<file path="src/rtl/core/jpid_pkg.sv">
`timescale 1ns / 1ps

package jpid_pkg;

   localparam int JOINTS  = 3;
   localparam int STAGES  = 6;

   // field and register widths
   localparam int ANGLE_W  = 16;
   localparam int GAIN_W   = 16;
   localparam int WINDOW_W = 15;
   localparam int LIMIT_W  = 15;
   localparam int TORQUE_W = 16;

   // datapath widths
   localparam int ERR_W    = ANGLE_W + 1;
   localparam int VEL_W    = 27;
   localparam int SUM_W    = VEL_W + 2;
   localparam int INT_W    = 32;
   localparam int P_W      = GAIN_W + 1 + ERR_W;
   localparam int D_W      = GAIN_W + 1 + VEL_W;
   localparam int I_W      = GAIN_W + 1 + INT_W;
   localparam int PD_W     = D_W + 1;
   localparam int NUM_W    = 56;
   localparam int TQ_SH    = 12;
   localparam int SCALED_W = NUM_W - TQ_SH;
   localparam int SPAN_W   = 23;
   localparam int QUOT_W   = 17;

   localparam int TICKS_PER_SEC = 1000;

   // divide by three: multiply by the rounded-up reciprocal, exact below 2^29
   localparam int RECIP3_W  = 29;
   localparam int RECIP3_SH = 30;
   localparam logic [RECIP3_W-1:0] RECIP3 = 29'd357913942;

   // torque divisor 512000 = 2^12 * 125; the odd part goes by reciprocal
   localparam int RECIP125_W  = 24;
   localparam int RECIP125_SH = 30;
   localparam logic [RECIP125_W-1:0] RECIP125 = 24'd8589935;
   localparam int TQ_DIV_ODD = 125;
   localparam int TQ_BIAS    = 32768;
   localparam int TQ_SPAN    = TQ_BIAS * TQ_DIV_ODD;

   localparam logic [GAIN_W-1:0]   RST_GAIN_P = 16'd15360;
   localparam logic [GAIN_W-1:0]   RST_GAIN_D = 16'd256;
   localparam logic [GAIN_W-1:0]   RST_GAIN_I = 16'd77;
   localparam logic [WINDOW_W-1:0] RST_WINDOW = 15'd819;
   localparam logic [LIMIT_W-1:0]  RST_LIMIT  = 15'd20480;

   localparam int CSR_DATA_W = 32;
   localparam int CSR_ADDR_W = 5;

   typedef enum logic [2:0] {
      REG_GAIN_P = 3'd0,
      REG_GAIN_D = 3'd1,
      REG_GAIN_I = 3'd2,
      REG_WINDOW = 3'd3,
      REG_LIMIT  = 3'd4
   } jpid_reg_type;

   typedef struct packed {
      logic [GAIN_W-1:0]   gain_p;
      logic [GAIN_W-1:0]   gain_d;
      logic [GAIN_W-1:0]   gain_i;
      logic [WINDOW_W-1:0] window;
      logic [LIMIT_W-1:0]  limit;
   } jpid_cfg_type;

   typedef struct packed {
      logic [STAGES-1:0] load;
      logic [1:0]        take;
   } jpid_ctl_type;

endpackage

</file>
<file path="src/rtl/core/jpid_ctrl.sv">
`timescale 1ns / 1ps

module jpid_ctrl (
   input  logic                  clock,
   input  logic                  reset,
   input  logic                  in_valid,
   output logic                  in_ready,
   input  logic                  out_take,
   output logic                  out_push,
   output jpid_pkg::jpid_ctl_type ctl
);
   import jpid_pkg::*;

   logic [STAGES-1:0] valid_ff;
   logic [STAGES-1:0] valid_in;
   logic [STAGES:0]   en;

   // a stage moves when it is empty or the one after it moves
   always_comb begin
      en[STAGES] = out_take;
      for (int k = STAGES - 1; k >= 0; k--) begin
         en[k] = !valid_ff[k] || en[k+1];
      end
   end

   always_comb begin
      valid_in[0] = en[0] ? in_valid : valid_ff[0];
      for (int k = 1; k < STAGES; k++) begin
         valid_in[k] = en[k] ? valid_ff[k-1] : valid_ff[k];
      end
   end

   always_ff @(posedge clock) begin
      if (reset) begin
         valid_ff <= '0;
      end else begin
         valid_ff <= valid_in;
      end
   end

   assign in_ready = en[0];
   assign out_push = valid_ff[STAGES-1];
   assign ctl.load = en[STAGES-1:0];
   assign ctl.take = {en[1] && valid_ff[0], en[0] && in_valid};

   a_accept_lands : assert property (@(posedge clock) disable iff (reset)
      in_valid && in_ready |=> valid_ff[0])
      else $error("accepted beat did not reach the first stage");

   a_last_holds : assert property (@(posedge clock) disable iff (reset)
      valid_ff[STAGES-1] && !out_take |=> valid_ff[STAGES-1])
      else $error("stalled last stage lost its beat");

   a_stall_full : assert property (@(posedge clock) disable iff (reset)
      !in_ready |-> (&valid_ff) && !out_take)
      else $error("input stalled with room in the pipeline");

endmodule

</file>
<file path="config.mk">
export PLATFORM = sky130hd
export DESIGN_NAME = jpid_ctrl
export DESIGN_NICKNAME = d
export VERILOG_FILES = /design/src/rtl/core/jpid_pkg.sv /design/src/rtl/core/jpid_ctrl.sv
export SDC_FILE = /design/constraint.sdc
export NUM_CORES = 1
export LEC_CHECK = 0
export BUFFER_PORTS_ARGS = -buffer_cell sky130_fd_sc_hd__buf_2
export CORE_AREA = 2 2 39 41
export CTS_CLUSTER_SIZE = 20
export DETAILED_ROUTE_END_ITERATION = 10
export DIE_AREA = 0 0 41 43
export HOLD_SLACK_MARGIN = 0.02
export REMOVE_ABC_BUFFERS = 1
export SLEW_MARGIN = 40
export SYNTH_ARGS = -nofsm -noshare
export SYNTH_HDL_FRONTEND = slang
export SYNTH_SLANG_ARGS = --single-unit
</file>
<file path="constraint.sdc">
create_clock -name clock -period 1.15 [get_ports clock]
set_input_delay 0.0575 -clock clock [delete_from_list [all_inputs] [get_ports clock]]
set_output_delay 0.0575 -clock clock [all_outputs]
set_load 0.01 [all_outputs]
</file>
* Yosys cells after proc, flatten, opt, wreduce, memory -nomap -nowiden
Index checks and enable logic that the tools add are counted.
Word-level totals: flip-flop bits (word level) 6, input bits 4, output and inout bits 10, logic and storage cells 20
Operators by class: reductions and logical operators 14
Operators with widths (number):
- 1-bit logical NOT | 6
- 1-bit logical OR | 6
- 1-bit logical AND | 2

* Logic depth before layout (Yosys ltp)
depth in word-level cells 8, gate-level depth with buffers 4, depth with buffers taken out 3

* Least setup slack after synthesis
OpenSTA, ideal clock, no wires.
kind register -> output, from reg valid_ff[5], to out ctl[2] (netlist bit), arrival time 1.099 ns, required time 1.092 ns, setup slack -0.006 ns, stages on the path, launching flop included 5, buffers on the path 2, path through dfxtp_1 and4b_1 buf_6 nand4_1 buf_4
On the way: word-level cells in the longest chain between the ends 7
RTL lines:
- from (decl) | RTL line jpid_ctrl.sv:14 | logic [STAGES-1:0] valid_ff;
- from (signal assigned) | RTL line jpid_ctrl.sv:37 | valid_ff <= valid_in;
- 1-bit logical NOT | RTL line jpid_ctrl.sv:22 | en[k] = !valid_ff[k] || en[k+1];
- 1-bit logical OR (6 in a row) | RTL line jpid_ctrl.sv:22
- to (decl) | RTL line jpid_ctrl.sv:10 | output jpid_pkg::jpid_ctl_type ctl
Every way passes these cells.

==> qor.csv <==
metric,value,unit
tightest_slew,0.284,ns
std_cell_rows,14,
slew_viol_final,0,
htreeDepth,1,
fin_crit,1.24,ns
hold_viol,0,
violations,negative setup slack,
insertedDiodeCount,0,
clock_sinks,6,
initial_core_util,23.0,%
ant_nets,0,
dr.pass1.iters,4,
ys_ff_latch,6,
pwr-share-seq,48.7,%
leakagePower,0.169,nW
critPathKind,flop to output pin,
drtIter0Drc,5,
synth.avg_cell_area,9.63,µm²
drive_gt1_share,61.2,%
cts.path.max_buffers,2,
areaGrowthSynthToFinish,40.2,%
viasPerCell,4.55,
r2r-start,valid_ff[5],
netlist_area,318,µm²
status,"finished, violations left",
drc,0,
die_width,41,µm
crit_start,valid_ff[3],
startpoint_type,flop,
io_pins,14,
cts.clk_slew.worst_paths,0.04,ns
wl_per_cell,11.5,µm
critPathCaptureType,output pin,
gr-total-overflow,0,
pwr-share-comb,7.9,%
postLayoutSetupSlackWorst,-0.0884,ns
r2r-end,valid_ff[2],
cp-endpoint,ctl[0],
vias,296,
dieArea,0.00176,mm²
grt_pass1_wl,1100,µm
port_buffers,13,
antenna_found_initial,0,
slew_headroom,81.1,%
cts_buffers,3,
reg_top3,valid_ff x6,
largest-register,valid_ff,
power,0.000456,W
peakVddDrop,0.000466,V
worstPathArrival,1.18,ns
switching_share,23.3,%
routed_wl,747,µm
fin_crit_sh,108,%
setup_viol,7,
track_usage,9.85,%
cts_root_buf,clkbuf_4,
tns,-0.392,ns
p_int,0.000350,W
die_h,43,µm
largest_reg_flops,6,
clk_latency,0.25,ns
crit_path_max_fanout,6,
cts_tree,done,
reg2reg_depth,5,
core,0.00138,mm²
grt_max_degree,10,
clockPowerShare,43.4,%
fmax,0.807,GHz
post-dp-hpwl,501,µm
drv_cap,0,
ys_seq_area_share,37.8,%
ys_types,20,
grt_pass1_vias,253,
rsz0062_at_grt,true,
place_congestion,0.623,
min_path_type,input pin to flop,
synth_cells,33,
yosys_warnings,0,
worstPathRequired,1.09,ns
p_switching,0.000106,W
pwr_density_cell,1020,mW/mm²
rrSetupSlack,-0.04,ns
fin_nets,55,
finClkSkew,0.00367,ns
==> routing by layer <==
layer | wire, µm | up-vias | track usage [%]
li1 | - | 147 | -
met1 | 317 | 141 | 10.0
met2 | 398 | 6 | 14.4
met3 | 13 | 2 | 4.71
met4 | 18 | 0 | 8.00
met5 | 0 | - | 0
==> cells by family after synthesis <==
group / count (synthesis) / synth area share (%)
flops: 6 / 37.8
simple gates: 9 / 19.3
compound gates: 8 / 25.2
buf+inv: 10 / 17.7
==> timing repair <==
action,4_1_cts,5_1_grt
buffers inserted,2,1
setup endpoints to repair,7,7
hold buffers,0,0
pin swaps,5,1
resized for setup,6,0
cloned,0,0
==> cells in the mapped netlist, drive strengths merged <==
master	n	area share, %
a31oi	1	2.0
dfxtp	6	38
clkbuf	1	1.6
nand4b	1	2.8
inv	6	8.7
nand2b	2	3.9
nand2	1	1.2
a21oi	3	5.9
nand3b	2	4.7
nand4	1	2.0
buf	3	7.5
and4b	1	3.1
o22ai	2	7.9
o31ai	1	6.7
a41oi	1	2.8
nand3	1	1.6
==> how the worst min path moves through the flow <==
stage,start,endpoint,slack (ns),cells past startpoint
detailed placement,reset,valid_ff[3],0.37,2
global route,reset,valid_ff[3],0.12,2
floorplan,reset,valid_ff[3],0.12,1
global placement,reset,valid_ff[3],0.36,2
CTS,reset,valid_ff[3],0.09,2
finish,reset,valid_ff[3],0.10,2
==> critical path, stage by stage (launching register included) <==
cell	delay [ns]
dfxtp_2	0.31
and4b_2	0.28
a41oi_2	0.19
buf_2	0.15
==> layout make-up <==
cell class	count	area [µm²]
fill	153	938
multi-input combinational	17	150
sequential	6	124
timing repair buffer	17	101
inverter	6	27.5
clock buffer	3	22.5
tap	16	20.0
==> through the flow <==
stage | std cells | hold WS [ns] | cell area [µm²] | worst slack [ns] | util, %
global route | 65 | 0.120 | 445 | -0.113 | 32.2
floorplan | 29 | 0.120 | 289 | 0.0566 | -
finish | 65 | 0.102 | 445 | -0.0884 | 32.2
detailed placement | 59 | 0.366 | 382 | 0.0703 | 27.6
global placement | 59 | 0.363 | 382 | 0.0922 | 27.6
CTS | 64 | 0.0915 | 438 | -0.113 | 31.6
==> cells in the final DEF, fill, tap and decap left out <==
cell type,synthesis,final
buf_2,1,12
inv_1,5,5
buf_4,1,4
clkbuf_4,0,3
dfxtp_1,6,3
dfxtp_2,0,3
nand2b_1,2,2
nand3b_1,2,2
o22ai_2,2,2
a21oi_1,2,2
and4b_2,0,1
inv_6,1,1
nand2_1,1,1
nand3_1,1,1
nand4_1,1,1
a31oi_1,1,1
a41oi_2,0,1
nand4b_1,1,1
o31ai_4,1,1
a21oi_2,1,1
buf_6,1,1
==> power groups by stage <==
stage,sequential [W],combinational [W],clock (W)
floorplan,0.000223,0.0000175,0
global placement,0.000225,0.0000333,0
detailed placement,0.000225,0.0000342,0
CTS,0.000222,0.0000357,0.000209
global route,0.000223,0.0000390,0.000221
finish,0.000222,0.0000360,0.000198
(Power assumes the default switching activity.)
