### config.mk
export PLATFORM = sky130hd
export DESIGN_NAME = jpid_merge_flat
export DESIGN_NICKNAME = d
export VERILOG_FILES = /design/src/rtl/core/jpid_pkg.sv /design/src/rtl/core/jpid_rsp_if.sv /design/src/rtl/core/jpid_merge.sv /design/src/flat_wrapper.sv
export SDC_FILE = /design/constraint.sdc
export NUM_CORES = 1
export LEC_CHECK = 0
export BUFFER_PORTS_ARGS = -buffer_cell sky130_fd_sc_hd__buf_2
export CORE_UTILIZATION = 42
export CTS_CLUSTER_DIAMETER = 40
export DETAILED_ROUTE_END_ITERATION = 8
export GPL_ROUTABILITY_DRIVEN = 0
export PLACE_DENSITY = 0.71
export SLEW_MARGIN = 20
export SYNTH_ARGS = -nofsm -noshare
export SYNTH_HDL_FRONTEND = slang
export SYNTH_SLANG_ARGS = --single-unit
### constraint.sdc
create_clock -name clock -period 4.5 [get_ports clock]
set_input_delay 0.9 -clock clock [delete_from_list [all_inputs] [get_ports clock]]
set_output_delay 0.9 -clock clock [all_outputs]
set_load 0.03 [all_outputs]
### src/rtl/core/jpid_pkg.sv
`timescale 1ns / 1ps

package jpid_pkg;

   localparam int JOINTS  = 3;
   localparam int STAGES  = 6;

   // field and register widths
   localparam int ANGLE_W  = 16;
   localparam int GAIN_W   = 16;
   localparam int WINDOW_W = 15;
   localparam int LIMIT_W  = 15;
   localparam int TORQUE_W = 16;

   // datapath widths
   localparam int ERR_W    = ANGLE_W + 1;
   localparam int VEL_W    = 27;
   localparam int SUM_W    = VEL_W + 2;
   localparam int INT_W    = 32;
   localparam int P_W      = GAIN_W + 1 + ERR_W;
   localparam int D_W      = GAIN_W + 1 + VEL_W;
   localparam int I_W      = GAIN_W + 1 + INT_W;
   localparam int PD_W     = D_W + 1;
   localparam int NUM_W    = 56;
   localparam int TQ_SH    = 12;
   localparam int SCALED_W = NUM_W - TQ_SH;
   localparam int SPAN_W   = 23;
   localparam int QUOT_W   = 17;

   localparam int TICKS_PER_SEC = 1000;

   // divide by three: multiply by the rounded-up reciprocal, exact below 2^29
   localparam int RECIP3_W  = 29;
   localparam int RECIP3_SH = 30;
   localparam logic [RECIP3_W-1:0] RECIP3 = 29'd357913942;

   // torque divisor 512000 = 2^12 * 125; the odd part goes by reciprocal
   localparam int RECIP125_W  = 24;
   localparam int RECIP125_SH = 30;
   localparam logic [RECIP125_W-1:0] RECIP125 = 24'd8589935;
   localparam int TQ_DIV_ODD = 125;
   localparam int TQ_BIAS    = 32768;
   localparam int TQ_SPAN    = TQ_BIAS * TQ_DIV_ODD;

   localparam logic [GAIN_W-1:0]   RST_GAIN_P = 16'd15360;
   localparam logic [GAIN_W-1:0]   RST_GAIN_D = 16'd256;
   localparam logic [GAIN_W-1:0]   RST_GAIN_I = 16'd77;
   localparam logic [WINDOW_W-1:0] RST_WINDOW = 15'd819;
   localparam logic [LIMIT_W-1:0]  RST_LIMIT  = 15'd20480;

   localparam int CSR_DATA_W = 32;
   localparam int CSR_ADDR_W = 5;

   typedef enum logic [2:0] {
      REG_GAIN_P = 3'd0,
      REG_GAIN_D = 3'd1,
      REG_GAIN_I = 3'd2,
      REG_WINDOW = 3'd3,
      REG_LIMIT  = 3'd4
   } jpid_reg_type;

   typedef struct packed {
      logic [GAIN_W-1:0]   gain_p;
      logic [GAIN_W-1:0]   gain_d;
      logic [GAIN_W-1:0]   gain_i;
      logic [WINDOW_W-1:0] window;
      logic [LIMIT_W-1:0]  limit;
   } jpid_cfg_type;

   typedef struct packed {
      logic [STAGES-1:0] load;
      logic [1:0]        take;
   } jpid_ctl_type;

endpackage

### src/rtl/core/jpid_rsp_if.sv
`timescale 1ns / 1ps

interface jpid_rsp_if;
   logic               valid;
   logic               ready;
   logic signed [15:0] torque_a;
   logic signed [15:0] torque_b;
   logic signed [15:0] torque_c;

   modport source (output valid, torque_a, torque_b, torque_c, input ready);
   modport sink (input valid, torque_a, torque_b, torque_c, output ready);
endinterface

### src/rtl/core/jpid_merge.sv
`timescale 1ns / 1ps

module jpid_merge (
   input  logic                                             clock,
   input  logic                                             reset,
   input  logic                                             push,
   output logic                                             take,
   input  logic [jpid_pkg::JOINTS-1:0][jpid_pkg::QUOT_W-1:0] quot,
   input  logic [jpid_pkg::LIMIT_W-1:0]                     limit,
   jpid_rsp_if.source                                       rsp
);
   import jpid_pkg::*;

   localparam int Q_W = QUOT_W + 1;
   localparam logic signed [Q_W-1:0] BIAS = Q_W'(TQ_BIAS);

   logic                                   valid_ff;
   logic [JOINTS-1:0][TORQUE_W-1:0]        torque_ff;
   logic [JOINTS-1:0][TORQUE_W-1:0]        torque_in;
   logic signed [Q_W-1:0]                  lim_hi;
   logic signed [Q_W-1:0]                  lim_lo;

   assign lim_hi = $signed(Q_W'(limit));
   assign lim_lo = -lim_hi;

   // remove the bias and saturate each lane to the torque limit
   always_comb begin
      logic signed [Q_W-1:0] q;
      for (int j = 0; j < JOINTS; j++) begin
         q = $signed({1'b0, quot[j]}) - BIAS;
         if (q > lim_hi) begin
            torque_in[j] = lim_hi[TORQUE_W-1:0];
         end else if (q < lim_lo) begin
            torque_in[j] = lim_lo[TORQUE_W-1:0];
         end else begin
            torque_in[j] = q[TORQUE_W-1:0];
         end
      end
   end

   assign take = !valid_ff || rsp.ready;

   always_ff @(posedge clock) begin
      if (reset) begin
         valid_ff <= 1'b0;
      end else if (take) begin
         valid_ff <= push;
      end
   end

   always_ff @(posedge clock) begin
      if (take && push) begin
         torque_ff <= torque_in;
      end
   end

   assign rsp.valid    = valid_ff;
   assign rsp.torque_a = torque_ff[0];
   assign rsp.torque_b = torque_ff[1];
   assign rsp.torque_c = torque_ff[2];

endmodule

### src/flat_wrapper.sv
// flat-port wrapper written by rule: the top's interface ports become plain ports
module jpid_merge_flat import jpid_pkg::*;
  (clock, reset, push, take, quot, limit, rsp_valid, rsp_torque_a, rsp_torque_b, rsp_torque_c, rsp_ready);
  jpid_rsp_if rsp_i ();
  input  logic clock;
  input  logic reset;
  input  logic push;
  output logic take;
  input  logic [jpid_pkg::JOINTS-1:0][jpid_pkg::QUOT_W-1:0] quot;
  input  logic [jpid_pkg::LIMIT_W-1:0] limit;
  output wire logic [$bits(rsp_i.valid)-1:0] rsp_valid;
  output wire logic [$bits(rsp_i.torque_a)-1:0] rsp_torque_a;
  output wire logic [$bits(rsp_i.torque_b)-1:0] rsp_torque_b;
  output wire logic [$bits(rsp_i.torque_c)-1:0] rsp_torque_c;
  input wire logic [$bits(rsp_i.ready)-1:0] rsp_ready;
  assign rsp_valid = rsp_i.valid;
  assign rsp_torque_a = rsp_i.torque_a;
  assign rsp_torque_b = rsp_i.torque_b;
  assign rsp_torque_c = rsp_i.torque_c;
  assign rsp_i.ready = rsp_ready;
  jpid_merge u_core (.clock(clock), .reset(reset), .push(push), .take(take), .quot(quot), .limit(limit), .rsp(rsp_i));
endmodule
-- Word-level counts from Yosys, hierarchy flattened
Index checks and enable logic that the tools add are counted.
- register bits: 49
- output and inout bits: 50
- word-level logic and storage cells: 26
- bits of input ports: 70
- order comparisons: 6
- multiplexer cells: 6
- reductions and logical operators: 3
- add/subtract/negate cells: 4
- operator list (kind ; number):
    $gt 18x16->1 ; 3
    $lt 18x18->1 ; 3
    $sub 17x16->18 const B ; 3
    $mux 16 ; 3
    $mux 15 ; 3
    $neg 15->18 ; 1
    $logic_and 1x1->1 ; 1
    $logic_not 1->1 ; 1
    $logic_or 1x1->1 ; 1

-- Depth between registers and ports, before layout
- word-level depth: 4
- depth in mapped cells: 19
- mapped depth without buffers: 16

-- Worst setup path before layout
No wires, ideal clock.
- kind: input -> register
- from: input port limit[2] in the netlist's numbering
- to: register u_core.torque_ff (netlist bit u_core.rsp.torque_a[11]), data pin
- path slack: -0.062 ns
- data required time: 4.242 ns
- stages: 13
- arrival: 4.304 ns
- setup time: 0.258 ns
- cells stage by stage: buf_6 -> nor4_1 -> nand2_1 -> nor4_1 -> ha_1 -> nand4_1 -> or4_1 -> a21oi_1 -> a21oi_1 -> mux2_4 -> buf_6 -> mux2_4 -> o2bb2ai_1
- RTL lines (what ; line ; RTL):
    start: declaration ; flat_wrapper.sv:10 ; input logic [jpid_pkg::LIMIT_W-1:0] limit;
    end signal: assignment ; jpid_merge.sv:53 ; torque_ff <= torque_in;
    end: declaration ; jpid_merge.sv:18 ; logic [JOINTS-1:0][TORQUE_W-1:0] torque_ff;

==> flow_metrics.env <==
export IMPL_clock_sinks=49
export IMPL_yosysUniqueCellTypes=61
export IMPL_start_kind="input port"
export IMPL_final_cell_mix="buf_2 (119), ha_1 (94), buf_4 (65)"
export IMPL_drv_slew=0
export IMPL_io_pins=120
export IMPL_worst_pin_slew_ns=0.682
export IMPL_crit_path_max_fanout=14
export IMPL_detail_route_antenna_nets=0
export IMPL_syn_inst=583
export IMPL_drcViolationCount=0
export IMPL_core_um2=12200
export IMPL_critical_path_class="input port to register"
export IMPL_fmax_ghz=0.233
export IMPL_powerDensity_nw_per_um2=243
export IMPL_syn_num_nets=747
export IMPL_crit_family="buffers and inverters"
export IMPL_antenna_found_initial=0
export IMPL_dieArea_um2=13100
export IMPL_ys_ff_latch=49
export IMPL_die_height_um=114
export IMPL_dp_slack_ns=-0.168
export IMPL_drt_total_wl_um=17500
export IMPL_finalHoldViolCount=0
export IMPL_skew_ns=0.00737
export IMPL_cts_max_path_buffers=2
export IMPL_synth_area_leaders="edfxtp_1 (27%), ha_1 (22%), nand2_1 (4.2%)"
export IMPL_firstDrtPassIters=6
export IMPL_cp_data_required_time_ns=4.54
export IMPL_async_reset_ff_frac=0
export IMPL_cp_arrival_ns=4.33
export IMPL_grt_usage=0.265
export IMPL_cp_num_buf_inv=6
export IMPL_grt_pass1_vias=5335
export IMPL_regArea_um2=1460
export IMPL_cts_root_buf="clkbuf_16"
export IMPL_drive_gt1_frac=0.287
export IMPL_multi_input_comb_area_um2=3600
export IMPL_netlist_area_um2=5300
export IMPL_post_drt_wl_per_cell_um=19.0
export IMPL_max_slew_margin=0.545
export IMPL_die_w_um=114
export IMPL_antenna_cells=0
export IMPL_p_leak_nw=3.16
export IMPL_avgSynthCellArea_um2=9.09
export IMPL_final_common_cell="buf_2"
export IMPL_cts_buffers=5
export IMPL_setup_viol=0
export IMPL_critPathMostFrequentCell="buf_4"
export IMPL_post_route_util=0.549
export IMPL_clock_latency_ns=0.30
export IMPL_grt_pass1_wl_um=26600
export IMPL_start_util=0.436
export IMPL_holdCritPathClass="register to register"
export IMPL_h_tree_depth=2
export IMPL_cts_tree="done"
export IMPL_synth_edf_count=48
export IMPL_nFillCells=1099
export IMPL_rows=40
export IMPL_cp_slowest_cell="or3b_1"
export IMPL_status="finished clean"
export IMPL_viasPerCell=5.94
export IMPL_grt_overflow_total=0
export IMPL_netlist_top_cell_by_area="edfxtp_1"
export IMPL_num_vias=5475
export IMPL_cp_cell_sequence="buf_2, inv_1, ha_1, or3b_1, buf_4, nor2_2, buf_4, nand2_1, nand2_1, ha_1, a211oi_1, buf_4, o211ai_1, a41oi_1, mux2i_2, buf_4, mux2i_1, a221oi_2"
export IMPL_clk_pin_slew_ns=0.06
export IMPL_max_stage_delay_ns=0.40
export IMPL_finalSetupTns_ns=0
export IMPL_yosysWarnings=0
export IMPL_hold_ws_ns=0.526
export IMPL_area_delta_synth_final_pct=26.1
export IMPL_fin_crit_ns=4.29
export IMPL_hpwl_um=13900
export IMPL_nets=916
export IMPL_drt_iter0_markers=500
export IMPL_synth_top_area_frac=0.272
export IMPL_worst_setup_path_end_kind="register"
export IMPL_ys_flop_type="edfxtp_1"
export IMPL_setup_ws_ns=0.212
export IMPL_ir_drop_mv=0.126
export IMPL_yosysSeqAreaShare=0.276
export IMPL_grt_max_degree=49
export IMPL_r2r_slack_ns=3.10
export IMPL_cap_violations=0
export IMPL_place_port_buffers=119
export IMPL_layout_worst_path_cycle_share=0.953
export IMPL_cts_hold_buffers=0
## state kept, by name, indices dropped and copies added, names as in the netlist
signal	flops
u_core.rsp.torque_a	16
u_core.rsp.torque_b	16
u_core.rsp.torque_c	16
u_core.rsp.valid	1
## path summary, 6_finish.rpt
check,startpoint,to,cells past startpoint
worst max-delay path,limit[0],u_core.rsp.torque_c[11],18
worst max register to register,u_core.rsp.valid,u_core.rsp.torque_b[10],2
worst min-delay path,u_core.rsp.valid,u_core.rsp.valid,2
worst min register to register,u_core.rsp.valid,u_core.rsp.valid,2
## what timing repair did
item	4_1_cts	5_1_grt
setup endpoints to repair	0	19
hold endpoints to repair	0	0
resized for setup	0	12
setup buffers	0	1
## where the power goes
part,internal (mW),total (mW),switching [mW]
registers,0.562,0.573,0.0109
logic,0.252,0.666,0.414
clock network,0.208,0.382,0.174
total,1.02,1.62,0.598
## Yosys cell counts (4+ instances only)
cell        n
a21o_1     15
nor2_1     38
o21ai_0    19
buf_6       4
nand3_1    24
inv_1      48
edfxtp_1   48
a21oi_1    35
xnor2_1    14
o211ai_1    5
o2bb2ai_1   5
a211oi_1    5
nand4_1     9
clkbuf_1   14
nand2_1    59
a2111oi_0   5
o21a_1      6
a221oi_1    4
a31oi_1     4
o221ai_1   17
nor3_1     12
nand2b_1    4
a22oi_1    10
and3_1      6
buf_2       5
nor2b_1     6
mux2i_1    11
nor4_1      5
a21boi_0    6
ha_1       94
## final cells by class
cell class              count  share of cell area
well taps                 168              0.0315
clock buffers               8              0.0204
multi-input cells         463               0.539
repair buffers            185               0.164
flip-flops and latches     49               0.219
inverters                  48              0.0270
## worst reg2reg max path, stage by stage (launching register included)
cell,delay (ns)
dfxtp_1,0.31
nand2b_1,0.10
and2_4,0.59
## through the flow
step | std cells | instance area (um2) | power, mW
after global routing | 921 | 6680 | 1.70
after detailed placement | 911 | 6490 | 1.23
final | 921 | 6680 | 1.62
after global placement | 911 | 6490 | 1.21
after CTS | 919 | 6620 | 1.61
after floorplan | 583 | 5310 | 0.993
## kinds of logic after synthesis
kind of cell,after synthesis,synth area share
AND/OR/NAND/NOR,178,0.165
flip-flops,49,0.276
adder cells (fa/ha/maj),97,0.228
buffers and inverters,72,0.0586
XOR/XNOR,17,0.0333
AO/OA/AOI/OAI,153,0.204
multiplexers,17,0.0357
## metal layers
layer,routed length [um],vias to the layer above,part of all wire,global-route usage
met5,0,-,0,0
met4,745,0,0.043,0.139
met3,1460,63,0.083,0.0445
met2,8220,312,0.47,0.443
met1,7050,2560,0.40,0.328
li1,-,2540,-,-
Power figures use the tool's default switching activity.
